## src/rtl/ookpwe_pkg.sv

```systemverilog
// Shared types, constants and the part length function of the frame encoder.
// Depends on nothing.
package ookpwe_pkg;

    localparam int WordBits  = 20;
    localparam int CodeWidth = 20;
    localparam int PosWidth  = $clog2(WordBits + 1);
    localparam int RepWidth  = 8;
    localparam int LongWidth = 4;
    localparam int GapWidth  = 6;
    localparam int CfgIdxW   = 2;
    localparam int CfgDataW  = 8;

    localparam logic [RepWidth-1:0]  RepeatReset = RepWidth'(5);
    localparam logic [LongWidth-1:0] LongReset   = LongWidth'(3);
    localparam logic [GapWidth-1:0]  GapReset    = GapWidth'(31);

    typedef enum logic {
        ActTick  = 1'b0,
        ActStart = 1'b1
    } t_action;

    typedef enum logic [CfgIdxW-1:0] {
        RegRepeatCount = 2'd0,
        RegLongUnits   = 2'd1,
        RegGapUnits    = 2'd2
    } t_cfg_reg;

    typedef struct packed {
        logic                is_start;
        logic [WordBits-1:0] word;
    } t_cmd;

    typedef struct packed {
        logic [RepWidth-1:0]  repeat_count;
        logic [LongWidth-1:0] long_units;
        logic [GapWidth-1:0]  gap_units;
    } t_cfg;

    function automatic logic [GapWidth-1:0] f_part_len(
        input logic [PosWidth-1:0]  pos,
        input logic                 high,
        input logic                 top,
        input logic [LongWidth-1:0] long_u,
        input logic [GapWidth-1:0]  gap_u
    );
        logic [LongWidth-1:0] l1;
        logic [GapWidth-1:0]  g1;
        logic [GapWidth-1:0]  res;
        l1 = (long_u == '0) ? LongWidth'(1) : long_u;
        g1 = (gap_u == '0) ? GapWidth'(1) : gap_u;
        if (pos >= PosWidth'(WordBits)) begin
            res = high ? g1 : GapWidth'(1);
        end else if (high != top) begin
            res = GapWidth'(l1);
        end else begin
            res = GapWidth'(1);
        end
        return res;
    endfunction

endpackage

```

## src/rtl/ookpwe_front.sv

```systemverilog
// Input side: accepts items, classifies them and holds them in a two-entry queue.
// Depends on ookpwe_pkg.
module ookpwe_front (
    input  logic                          i_clk,
    input  logic                          i_rst_n,
    input  logic                          i_in_valid,
    output logic                          o_in_ready,
    input  logic                          i_action,
    input  logic [ookpwe_pkg::CodeWidth-1:0] i_code_word,
    output logic                          o_cmd_valid,
    output ookpwe_pkg::t_cmd              o_cmd,
    input  logic                          i_cmd_pop
);
    import ookpwe_pkg::*;

    t_cmd       r_entry [2];
    logic       r_wptr, n_wptr;
    logic       r_rptr, n_rptr;
    logic [1:0] r_count, n_count;
    logic       push;
    t_cmd       new_cmd;

    assign o_in_ready  = (r_count != 2'd2);
    assign push        = i_in_valid && o_in_ready;
    assign o_cmd_valid = (r_count != 2'd0);
    assign o_cmd       = r_entry[r_rptr];

    always_comb begin
        new_cmd.is_start = (t_action'(i_action) == ActStart);
        new_cmd.word     = i_code_word[WordBits-1:0];
        n_wptr  = push ? ~r_wptr : r_wptr;
        n_rptr  = i_cmd_pop ? ~r_rptr : r_rptr;
        n_count = r_count + {1'b0, push} - {1'b0, i_cmd_pop};
    end

    always_ff @(posedge i_clk) begin
        if (!i_rst_n) begin
            r_wptr  <= 1'b0;
            r_rptr  <= 1'b0;
            r_count <= 2'd0;
        end else begin
            r_wptr  <= n_wptr;
            r_rptr  <= n_rptr;
            r_count <= n_count;
        end
    end

    always_ff @(posedge i_clk) begin
        if (push) begin
            r_entry[r_wptr] <= new_cmd;
        end
    end

endmodule

```

## src/rtl/ookpwe_back.sv

```systemverilog
// Execution side: walks the line state per item and registers one result per item.
// Depends on ookpwe_pkg.
module ookpwe_back (
    input  logic             i_clk,
    input  logic             i_rst_n,
    input  ookpwe_pkg::t_cfg i_cfg,
    input  logic             i_cmd_valid,
    input  ookpwe_pkg::t_cmd i_cmd,
    output logic             o_cmd_pop,
    output logic             o_out_valid,
    input  logic             i_out_ready,
    output logic             o_line_level,
    output logic             o_busy_res,
    output logic             o_frame_done
);
    import ookpwe_pkg::*;

    logic [WordBits-1:0] r_word,  n_word;
    logic [PosWidth-1:0] r_pos,   n_pos;
    logic [RepWidth-1:0] r_rep,   n_rep;
    logic                r_high,  n_high;
    logic [GapWidth-1:0] r_units, n_units;
    logic                r_send,  n_send;
    logic                r_out_valid;
    logic                r_line, r_busy, r_done;
    logic                n_done;
    logic                reload;
    logic [WordBits-1:0] rot_word;

    assign o_cmd_pop    = i_cmd_valid && (!r_out_valid || i_out_ready);
    assign o_out_valid  = r_out_valid;
    assign o_line_level = r_line;
    assign o_busy_res   = r_busy;
    assign o_frame_done = r_done;

    assign rot_word = (r_word << 1) | (r_word >> (WordBits - 1));

    always_comb begin
        n_word  = r_word;
        n_pos   = r_pos;
        n_rep   = r_rep;
        n_high  = r_high;
        n_units = r_units;
        n_send  = r_send;
        n_done  = 1'b0;
        reload  = 1'b0;
        if (i_cmd.is_start) begin
            if (!r_send) begin
                n_word = i_cmd.word;
                n_pos  = '0;
                n_rep  = (i_cfg.repeat_count == '0) ? RepWidth'(1) : i_cfg.repeat_count;
                n_high = 1'b0;
                n_send = 1'b1;
                reload = 1'b1;
            end
        end else if (r_send) begin
            if (r_units > GapWidth'(1)) begin
                n_units = r_units - GapWidth'(1);
            end else if (!r_high) begin
                n_high = 1'b1;
                reload = 1'b1;
            end else begin
                n_high = 1'b0;
                if (r_pos < PosWidth'(WordBits)) begin
                    n_word = rot_word;
                    n_pos  = r_pos + PosWidth'(1);
                    reload = 1'b1;
                end else if (r_rep > RepWidth'(1)) begin
                    n_rep  = r_rep - RepWidth'(1);
                    n_pos  = '0;
                    reload = 1'b1;
                end else begin
                    n_rep   = '0;
                    n_pos   = '0;
                    n_units = '0;
                    n_send  = 1'b0;
                    n_done  = 1'b1;
                end
            end
        end
        if (reload) begin
            n_units = f_part_len(n_pos, n_high, n_word[WordBits-1],
                                 i_cfg.long_units, i_cfg.gap_units);
        end
    end

    always_ff @(posedge i_clk) begin
        if (!i_rst_n) begin
            r_word      <= '0;
            r_pos       <= '0;
            r_rep       <= '0;
            r_high      <= 1'b0;
            r_units     <= '0;
            r_send      <= 1'b0;
            r_out_valid <= 1'b0;
        end else begin
            if (o_cmd_pop) begin
                r_word  <= n_word;
                r_pos   <= n_pos;
                r_rep   <= n_rep;
                r_high  <= n_high;
                r_units <= n_units;
                r_send  <= n_send;
            end
            if (o_cmd_pop) begin
                r_out_valid <= 1'b1;
            end else if (i_out_ready) begin
                r_out_valid <= 1'b0;
            end
        end
    end

    always_ff @(posedge i_clk) begin
        if (o_cmd_pop) begin
            r_line <= n_send ? n_high : 1'b1;
            r_busy <= n_send;
            r_done <= n_done;
        end
    end

endmodule

```

## src/rtl/ook_pulse_width_frame_encoder.sv

```systemverilog
// Pulse-width OOK frame encoder: top level with configuration registers.
// Depends on ookpwe_pkg, ookpwe_front and ookpwe_back.
//
// Each input item (a start carrying a 20-bit code word, or a tick of one base
// unit) yields exactly one result: the line level for the coming unit, busy and
// frame-done. One item is taken per clock cycle while the output is not stalled,
// and results leave at the same rate; an item passes the two-entry input queue and
// then the output register, and the back end updates its state once per item, which
// sets the rate. Configuration writes are taken in any cycle (ready is always high);
// lengths are read as each part begins and the repeat count at start.
module ook_pulse_width_frame_encoder (
    input  logic                             i_clk,
    input  logic                             i_rst_n,
    input  logic                             i_cfg_valid,
    output logic                             o_cfg_ready,
    input  logic [ookpwe_pkg::CfgIdxW-1:0]   i_cfg_index,
    input  logic [ookpwe_pkg::CfgDataW-1:0]  i_cfg_data,
    input  logic                             i_in_valid,
    output logic                             o_in_ready,
    input  logic                             i_action,
    input  logic [ookpwe_pkg::CodeWidth-1:0] i_code_word,
    output logic                             o_out_valid,
    input  logic                             i_out_ready,
    output logic                             o_line_level,
    output logic                             o_busy_res,
    output logic                             o_frame_done
);
    import ookpwe_pkg::*;

    t_cfg r_cfg, n_cfg;
    logic cmd_valid;
    logic cmd_pop;
    t_cmd cmd;

    assign o_cfg_ready = 1'b1;

    always_comb begin
        n_cfg = r_cfg;
        if (i_cfg_valid) begin
            case (t_cfg_reg'(i_cfg_index))
                RegRepeatCount: n_cfg.repeat_count = i_cfg_data[RepWidth-1:0];
                RegLongUnits:   n_cfg.long_units   = i_cfg_data[LongWidth-1:0];
                RegGapUnits:    n_cfg.gap_units    = i_cfg_data[GapWidth-1:0];
                default:        n_cfg = r_cfg;
            endcase
        end
    end

    always_ff @(posedge i_clk) begin
        if (!i_rst_n) begin
            r_cfg.repeat_count <= RepeatReset;
            r_cfg.long_units   <= LongReset;
            r_cfg.gap_units    <= GapReset;
        end else begin
            r_cfg <= n_cfg;
        end
    end

    ookpwe_front u_front (
        .i_clk       (i_clk),
        .i_rst_n     (i_rst_n),
        .i_in_valid  (i_in_valid),
        .o_in_ready  (o_in_ready),
        .i_action    (i_action),
        .i_code_word (i_code_word),
        .o_cmd_valid (cmd_valid),
        .o_cmd       (cmd),
        .i_cmd_pop   (cmd_pop)
    );

    ookpwe_back u_back (
        .i_clk        (i_clk),
        .i_rst_n      (i_rst_n),
        .i_cfg        (r_cfg),
        .i_cmd_valid  (cmd_valid),
        .i_cmd        (cmd),
        .o_cmd_pop    (cmd_pop),
        .o_out_valid  (o_out_valid),
        .i_out_ready  (i_out_ready),
        .o_line_level (o_line_level),
        .o_busy_res   (o_busy_res),
        .o_frame_done (o_frame_done)
    );

endmodule

```

## config.mk

```make
export PLATFORM = sky130hd
export DESIGN_NAME = ook_pulse_width_frame_encoder
export DESIGN_NICKNAME = d
export VERILOG_FILES = /design/src/rtl/ookpwe_pkg.sv /design/src/rtl/ookpwe_front.sv /design/src/rtl/ookpwe_back.sv /design/src/rtl/ook_pulse_width_frame_encoder.sv
export SDC_FILE = /design/constraint.sdc
export NUM_CORES = 1
export LEC_CHECK = 0
export ABC_AREA = 0
export BUFFER_PORTS_ARGS = -buffer_cell sky130_fd_sc_hd__buf_2
export CORE_ASPECT_RATIO = 2
export CORE_UTILIZATION = 40
export DETAILED_ROUTE_END_ITERATION = 8
export SLEW_MARGIN = 20
export SYNTH_ARGS = -nofsm -noshare
export SYNTH_HDL_FRONTEND = slang
export SYNTH_SLANG_ARGS = --single-unit
```

## constraint.sdc

```tcl
create_clock -name i_clk -period 4.6 [get_ports i_clk]
set_clock_uncertainty 0.15 [all_clocks]
set_input_delay 0 -clock i_clk [delete_from_list [all_inputs] [get_ports i_clk]]
set_output_delay 0 -clock i_clk [all_outputs]
set_load 0.02 [all_outputs]
```

Yosys cells after proc, flatten, opt, wreduce, memory -nomap -nowiden
Memory sizes are Yosys's and may differ from the RTL's. A register that Yosys moved wholly into a read port is not among the register bits.
Index checks and enable logic that the tools add are counted.
- bits in registers: 67
- memory bits (writable): 42
- output and inout port bits: 6
- word-level logic and storage cells: 118
- memories kept: 1
- add/subtract/negate cells: 5
- order comparisons: 4
- eq/ne operators: 10
- muxes and demuxes: 54
- bitwise gates (word level): 5
- reduce and logical (&&, ||, !) cells: 22
- memory list (memory ; depth ; width ; rd ports ; clocked after memory_dff ; write ports ; RTL line ; source):
    u_front.r_entry ; 2 ; 21 ; 1 ; 1 ; 1 ; ookpwe_front.sv:16 ; t_cmd r_entry [2];
- operators with widths (kind ; count):
    $mux 20 ; 6
    $mux 8 ; 8
    $mux 6 ; 10
    $mux 5 ; 6
    $mux 1 ; 22
    $or 20x1->20 ; 1
    $reduce_and 6->1 ; 3
    $reduce_bool 2->1 ; 6
    $gt 8x1->1 const B ; 1
    $logic_not 8->1 ; 1
    $mux 4 ; 2
    $ne 2x2->1 const B ; 4
    $sub 8x1->8 const B ; 1
    $gt 6x1->1 const B ; 1
    $logic_not 6->1 ; 1
    $ne 3x1->1 const B ; 2
    $reduce_and 2->1 ; 3
    $sub 6x1->6 const B ; 1
    $add 5x1->5 const B ; 1
    $ge 5x5->1 const B ; 1
    $lt 5x5->1 const B ; 1
    $reduce_or 5->1 ; 1
    $logic_not 4->1 ; 1
    $not 1->1 ; 4
    11 further kinds ; 12

Longest topological paths before layout
- depth after elaboration: 10
- depth in mapped cells: 11

Modules after synthesis
From an unflattened synthesis, not the netlist that was laid out.
- cell total of the unflattened synthesis: 499
- area total of the unflattened synthesis: 5342.6 µm²
- by module, submodules not included (module ; times used ; cells each ; area an instance (µm²) ; seq. area each (µm²)):
    ookpwe_back ; 1 ; 328 ; 2797.7 ; 930.9
    ookpwe_front ; 1 ; 93 ; 1774.2 ; 1361.3
    ook_pulse_width_frame_encoder ; 1 ; 78 ; 770.7 ; 360.3

Worst setup path after synthesis
Ideal clock, no wire load.
- path kind: register to register
- start: reg u_back.r_units[1]
- end: reg u_back.r_units[3]
- library setup time: 74 ps
- arrival time: 2291 ps
- required time: 4376 ps
- setup slack: 2084 ps
- stages on the path, launching flop included: 10
- path buffers: 0
- cells stage by stage: dfxtp_1 -> inv_1 -> ha_1 -> or2_1 -> nand3_2 -> or4_1 -> a32oi_1 -> nor2_1 -> or4b_1 -> a31oi_1
- word-level cells in the longest chain between the ends: 8
- RTL lines (element ; RTL line ; source):
    from (decl) ; ookpwe_back.sv:22 ; logic [GapWidth-1:0] r_units, n_units;
    from (signal assigned) ; ookpwe_back.sv:102 ; r_units <= n_units;
    parallel branches: the longest is 8 deep, another holds $gt 6x1->1 ; n/a ;
Parallel ways; which one is timed is not known. The select of a mux whose other input is x is not followed.
A chain may end at the register's enable or synchronous reset.

Worst setup path after layout
- start: reg u_back.r_send
- end: reg u_back.r_units[3]
- word-level cells in the longest chain between the ends: 6
- RTL lines (element ; RTL line ; source):
    from (decl) ; ookpwe_back.sv:23 ; logic r_send, n_send;
    from (signal assigned) ; ookpwe_back.sv:103 ; r_send <= n_send;
    parallel branches: the longest is 6 deep, another holds $ge 5x5->1 ; n/a ;
Parallel ways; which one is timed is not known. The select of a mux whose other input is x is not followed.

==> results.cfg <==
[status]
status = finished clean

[yosys]
synthCells = 483
synth_commonest_cells = dfxtp_1 (65), nand2_1 (55), edfxtp_1 (45)
synth.most_common_cell = dfxtp_1
postSynthAreaPerCell_sq_um = 10.5
yosysWarnings = 0
synth_top_cell_by_area = edfxtp_1
synth_cell_type_count = 59
synth_edf_count = 45
synth_area_leaders = edfxtp_1 (27%), dfxtp_1 (26%), mux2i_1 (8.3%), o211a_1 (4.7%), nand2_1 (4.1%)
async_flop_share_pct = 0
synth-seq-cells = 110
synthesis.area_sq_um = 5060
synth-main-ff-cell = dfxtp_1
synth_top_area_share_pct = 26.7
synth_nets = 526
ys_seq_area_share_pct = 52.4

[sta]
layout_min_cycle_time_ns = 2.86
grt_setup_unrepaired = false
max_freq_ghz = 0.350
finalMaxSlewViolations = 0
hold_violations = 0
setup_viol = 0
finalCritPeriodShare_pct = 62.2
worst_slack_ns = 1.74
relSlewSlack_pct = 32.3
setup-tns-final_ns = 0
whs_ns = 0.0210
worst_slew_pin_slew_ns = 1.02

[setup_path]
regToRegSetupSlack_ns = 1.74
endpoint_kind = flop
worst_path_largest_cell_delay_ns = 0.58
critical_path_class = reg2reg
r2r_end = u_back.r_units[3]
crit_slowest_cell = dfxtp_1
r2r_cells = 7
critPathLaunchType = flop
r2r-start = u_back.r_send
crit_start = u_back.r_send
crit_fanout = 15
cp.arrival_ns = 2.99
endpoint = u_back.r_units[3]
cp_data_required_time_ns = 4.73
worstPathCellList = and4bb_1 > nand3_2 > or4_1 > a32oi_1 > nor2_1 > or4b_1 > a31oi_1

[power_and_ir_drop]
pwr-share-comb_pct = 34.5
ir_drop_mv = 0.281
p_leak_nw = 2.42
internal_power_w = 0.00205
switching_share_pct = 36.5
switching_power_w = 0.00118
power_frac_seq_pct = 41.5
powerDensity_nw_per_um2 = 535
clockPowerShare_pct = 23.9

[floorplan]
die_w_um = 81.6
die_h_um = 161
start_util_pct = 41.3
rows = 57
boundaryPins = 42
core_sq_um = 12300
dieArea_sq_um = 13100

[finish]
area_delta_synth_final_pct = 19.1
nNetsFinal = 588
final_area_sq_um = 6030
diodes = 0
final_cells = 697
multi_input_comb_area_sq_um = 2260
fill_cells = 1136
drive_gt1_share_pct = 12.5
ff_latch_area_sq_um = 2650

[global_route]
grt_overflow = 0
grt_antenna_before_repair = 0
grt_max_degree = 39
grtUsageTotal_pct = 18.0
grt_pass1_vias = 3782
grt_pass1_wl_um = 17900

[clock_tree]
ctsHoldBuffers = 35
cts_tree = yes
clk_latency_ns = 0.35
clk_path_buf_depth = 2
numCtsBuffers = 9
h-tree-depth = 3
post_cts_buffers = 0
postCtsResizedCells = 0
clk_pin_slew_ns = 0.08
cts.sinks = 110
root_buffer = clkbuf_16

[detailed_routing]
detail-route-antenna-nets = 0
drt_iter0_drc = 210
vias_per_cell = 5.48
drt-total-wl_um = 11000
dr.pass1.iters = 4
drc = 0
wl_per_cell_um = 15.8
route.vias.total = 3822

[placement]
numPortBuffers = 40
dp.cells = 646
placed_area_sq_um = 5380
dp_hpwl_um = 7820
place_congestion = 0.887
pre_cts_slack_ns = 1.78

[run]
cap_violations = 0

[min_path]
hold_path_class = in2reg
## logic make-up after synthesis
kind of cell | Yosys count | synth area share (%)
fa+ha+maj | 7 | 1.73
compound gates | 122 | 17.5
xor+xnor | 7 | 1.21
flops | 110 | 52.4
mux | 43 | 8.60
buf+inv | 40 | 3.21
other cells | 1 | 0.0740
simple gates | 153 | 15.3
## per-stage QoR
step                      power (W)  utilization, %
after floorplan             0.00218               -
after global placement      0.00244            43.8
after detailed placement    0.00246            43.8
after CTS                   0.00325            49.2
after global routing        0.00344            49.2
final                       0.00323            49.2
## cells in the final DEF (no fill, tap or decap), drive strengths merged, types with 3 or more instances in the layout
cell and instances:
nor3 8, nor3b 5, nor2b 16, a31oi 6, o211ai 24, a32oi 5, a21boi 5, clkbuf 10
nor2 30, ha 7, nand3 8, nand2 55, nor4 4, inv 14, a22oi 3, or3 3
mux2i 42, buf 46, o211a 24, xnor2 4, o21a 3, a21oi 16, edfxtp 45, and2 8
dlygate4sd3 35, o21ai 21, nand4 3, xor2 3, o22ai 3, dfxtp 65
## metal layers
metal | track usage (%) | share of wire (%) | wire length (um)
met1 | 19.0 | 38 | 4220
met2 | 33.0 | 56 | 6100
met3 | 2.37 | 2.1 | 228
met4 | 9.97 | 3.9 | 430
met5 | 0 | 0 | 0
## final cells by class
| class | count | area share [%] |
|---|---|---|
| Multi-Input combinational cell | 333 | 37.5 |
| Timing Repair Buffer | 81 | 9.88 |
| Sequential cell | 110 | 44.0 |
| Clock buffer | 10 | 3.96 |
| Inverter | 10 | 0.622 |
| Clock inverter | 6 | 1.04 |
| Tap cell | 147 | 3.05 |
## power groups by stage
stage | Sequential, W | Clock, W | Combinational, W
5_1_grt | 0.00136 | 0.000834 | 0.00124
4_1_cts | 0.00134 | 0.000791 | 0.00112
3_3_place_gp | 0.00135 | 0 | 0.00108
6_report | 0.00134 | 0.000773 | 0.00111
2_1_floorplan | 0.00133 | 0 | 0.000849
3_5_place_dp | 0.00136 | 0 | 0.00110
## worst min-delay path by stage
| stage | to | cells after the start | slack [ns] | startpoint |
|---|---|---|---|---|
| 2_1_floorplan | u_front.r_entry[0][0] | 0 | -0.05 | i_code_word[0] |
| 3_3_place_gp | u_front.r_entry[1][6] | 1 | 0.04 | i_code_word[6] |
| 3_5_place_dp | u_front.r_entry[0][11] | 1 | 0.04 | i_code_word[11] |
| 4_1_cts | r_cfg[10] | 5 | 0.02 | i_cfg_index[0] |
| 5_1_grt | r_cfg[10] | 5 | 0.05 | i_cfg_index[1] |
| 6_report | r_cfg[10] | 5 | 0.02 | i_cfg_index[0] |
## registers in the layout, summed over array words and instances, names as in the netlist, named ones only
register / flops
u_back.r_rep: 8
u_back.r_word: 20
u_back.o_frame_done: 1
u_back.r_pos: 5
u_front.r_count: 2
u_back.r_send: 1
u_back.r_high: 1
u_back.o_busy_res: 1
u_front.r_entry: 42
u_back.o_line_level: 1
u_back.r_units: 6
u_front.r_wptr: 1
r_cfg: 18
u_back.o_out_valid: 1
u_front.r_rptr: 1
## critical path, delay by kind of cell, from the launching register on
kind / cells / cell delay, ns
AOI/OAI and AO/OA: 2 / 0.37
and+or+nand+nor: 5 / 1.68
DFF: 1 / 0.58
No activity file was read; power rests on OpenSTA's default activity.
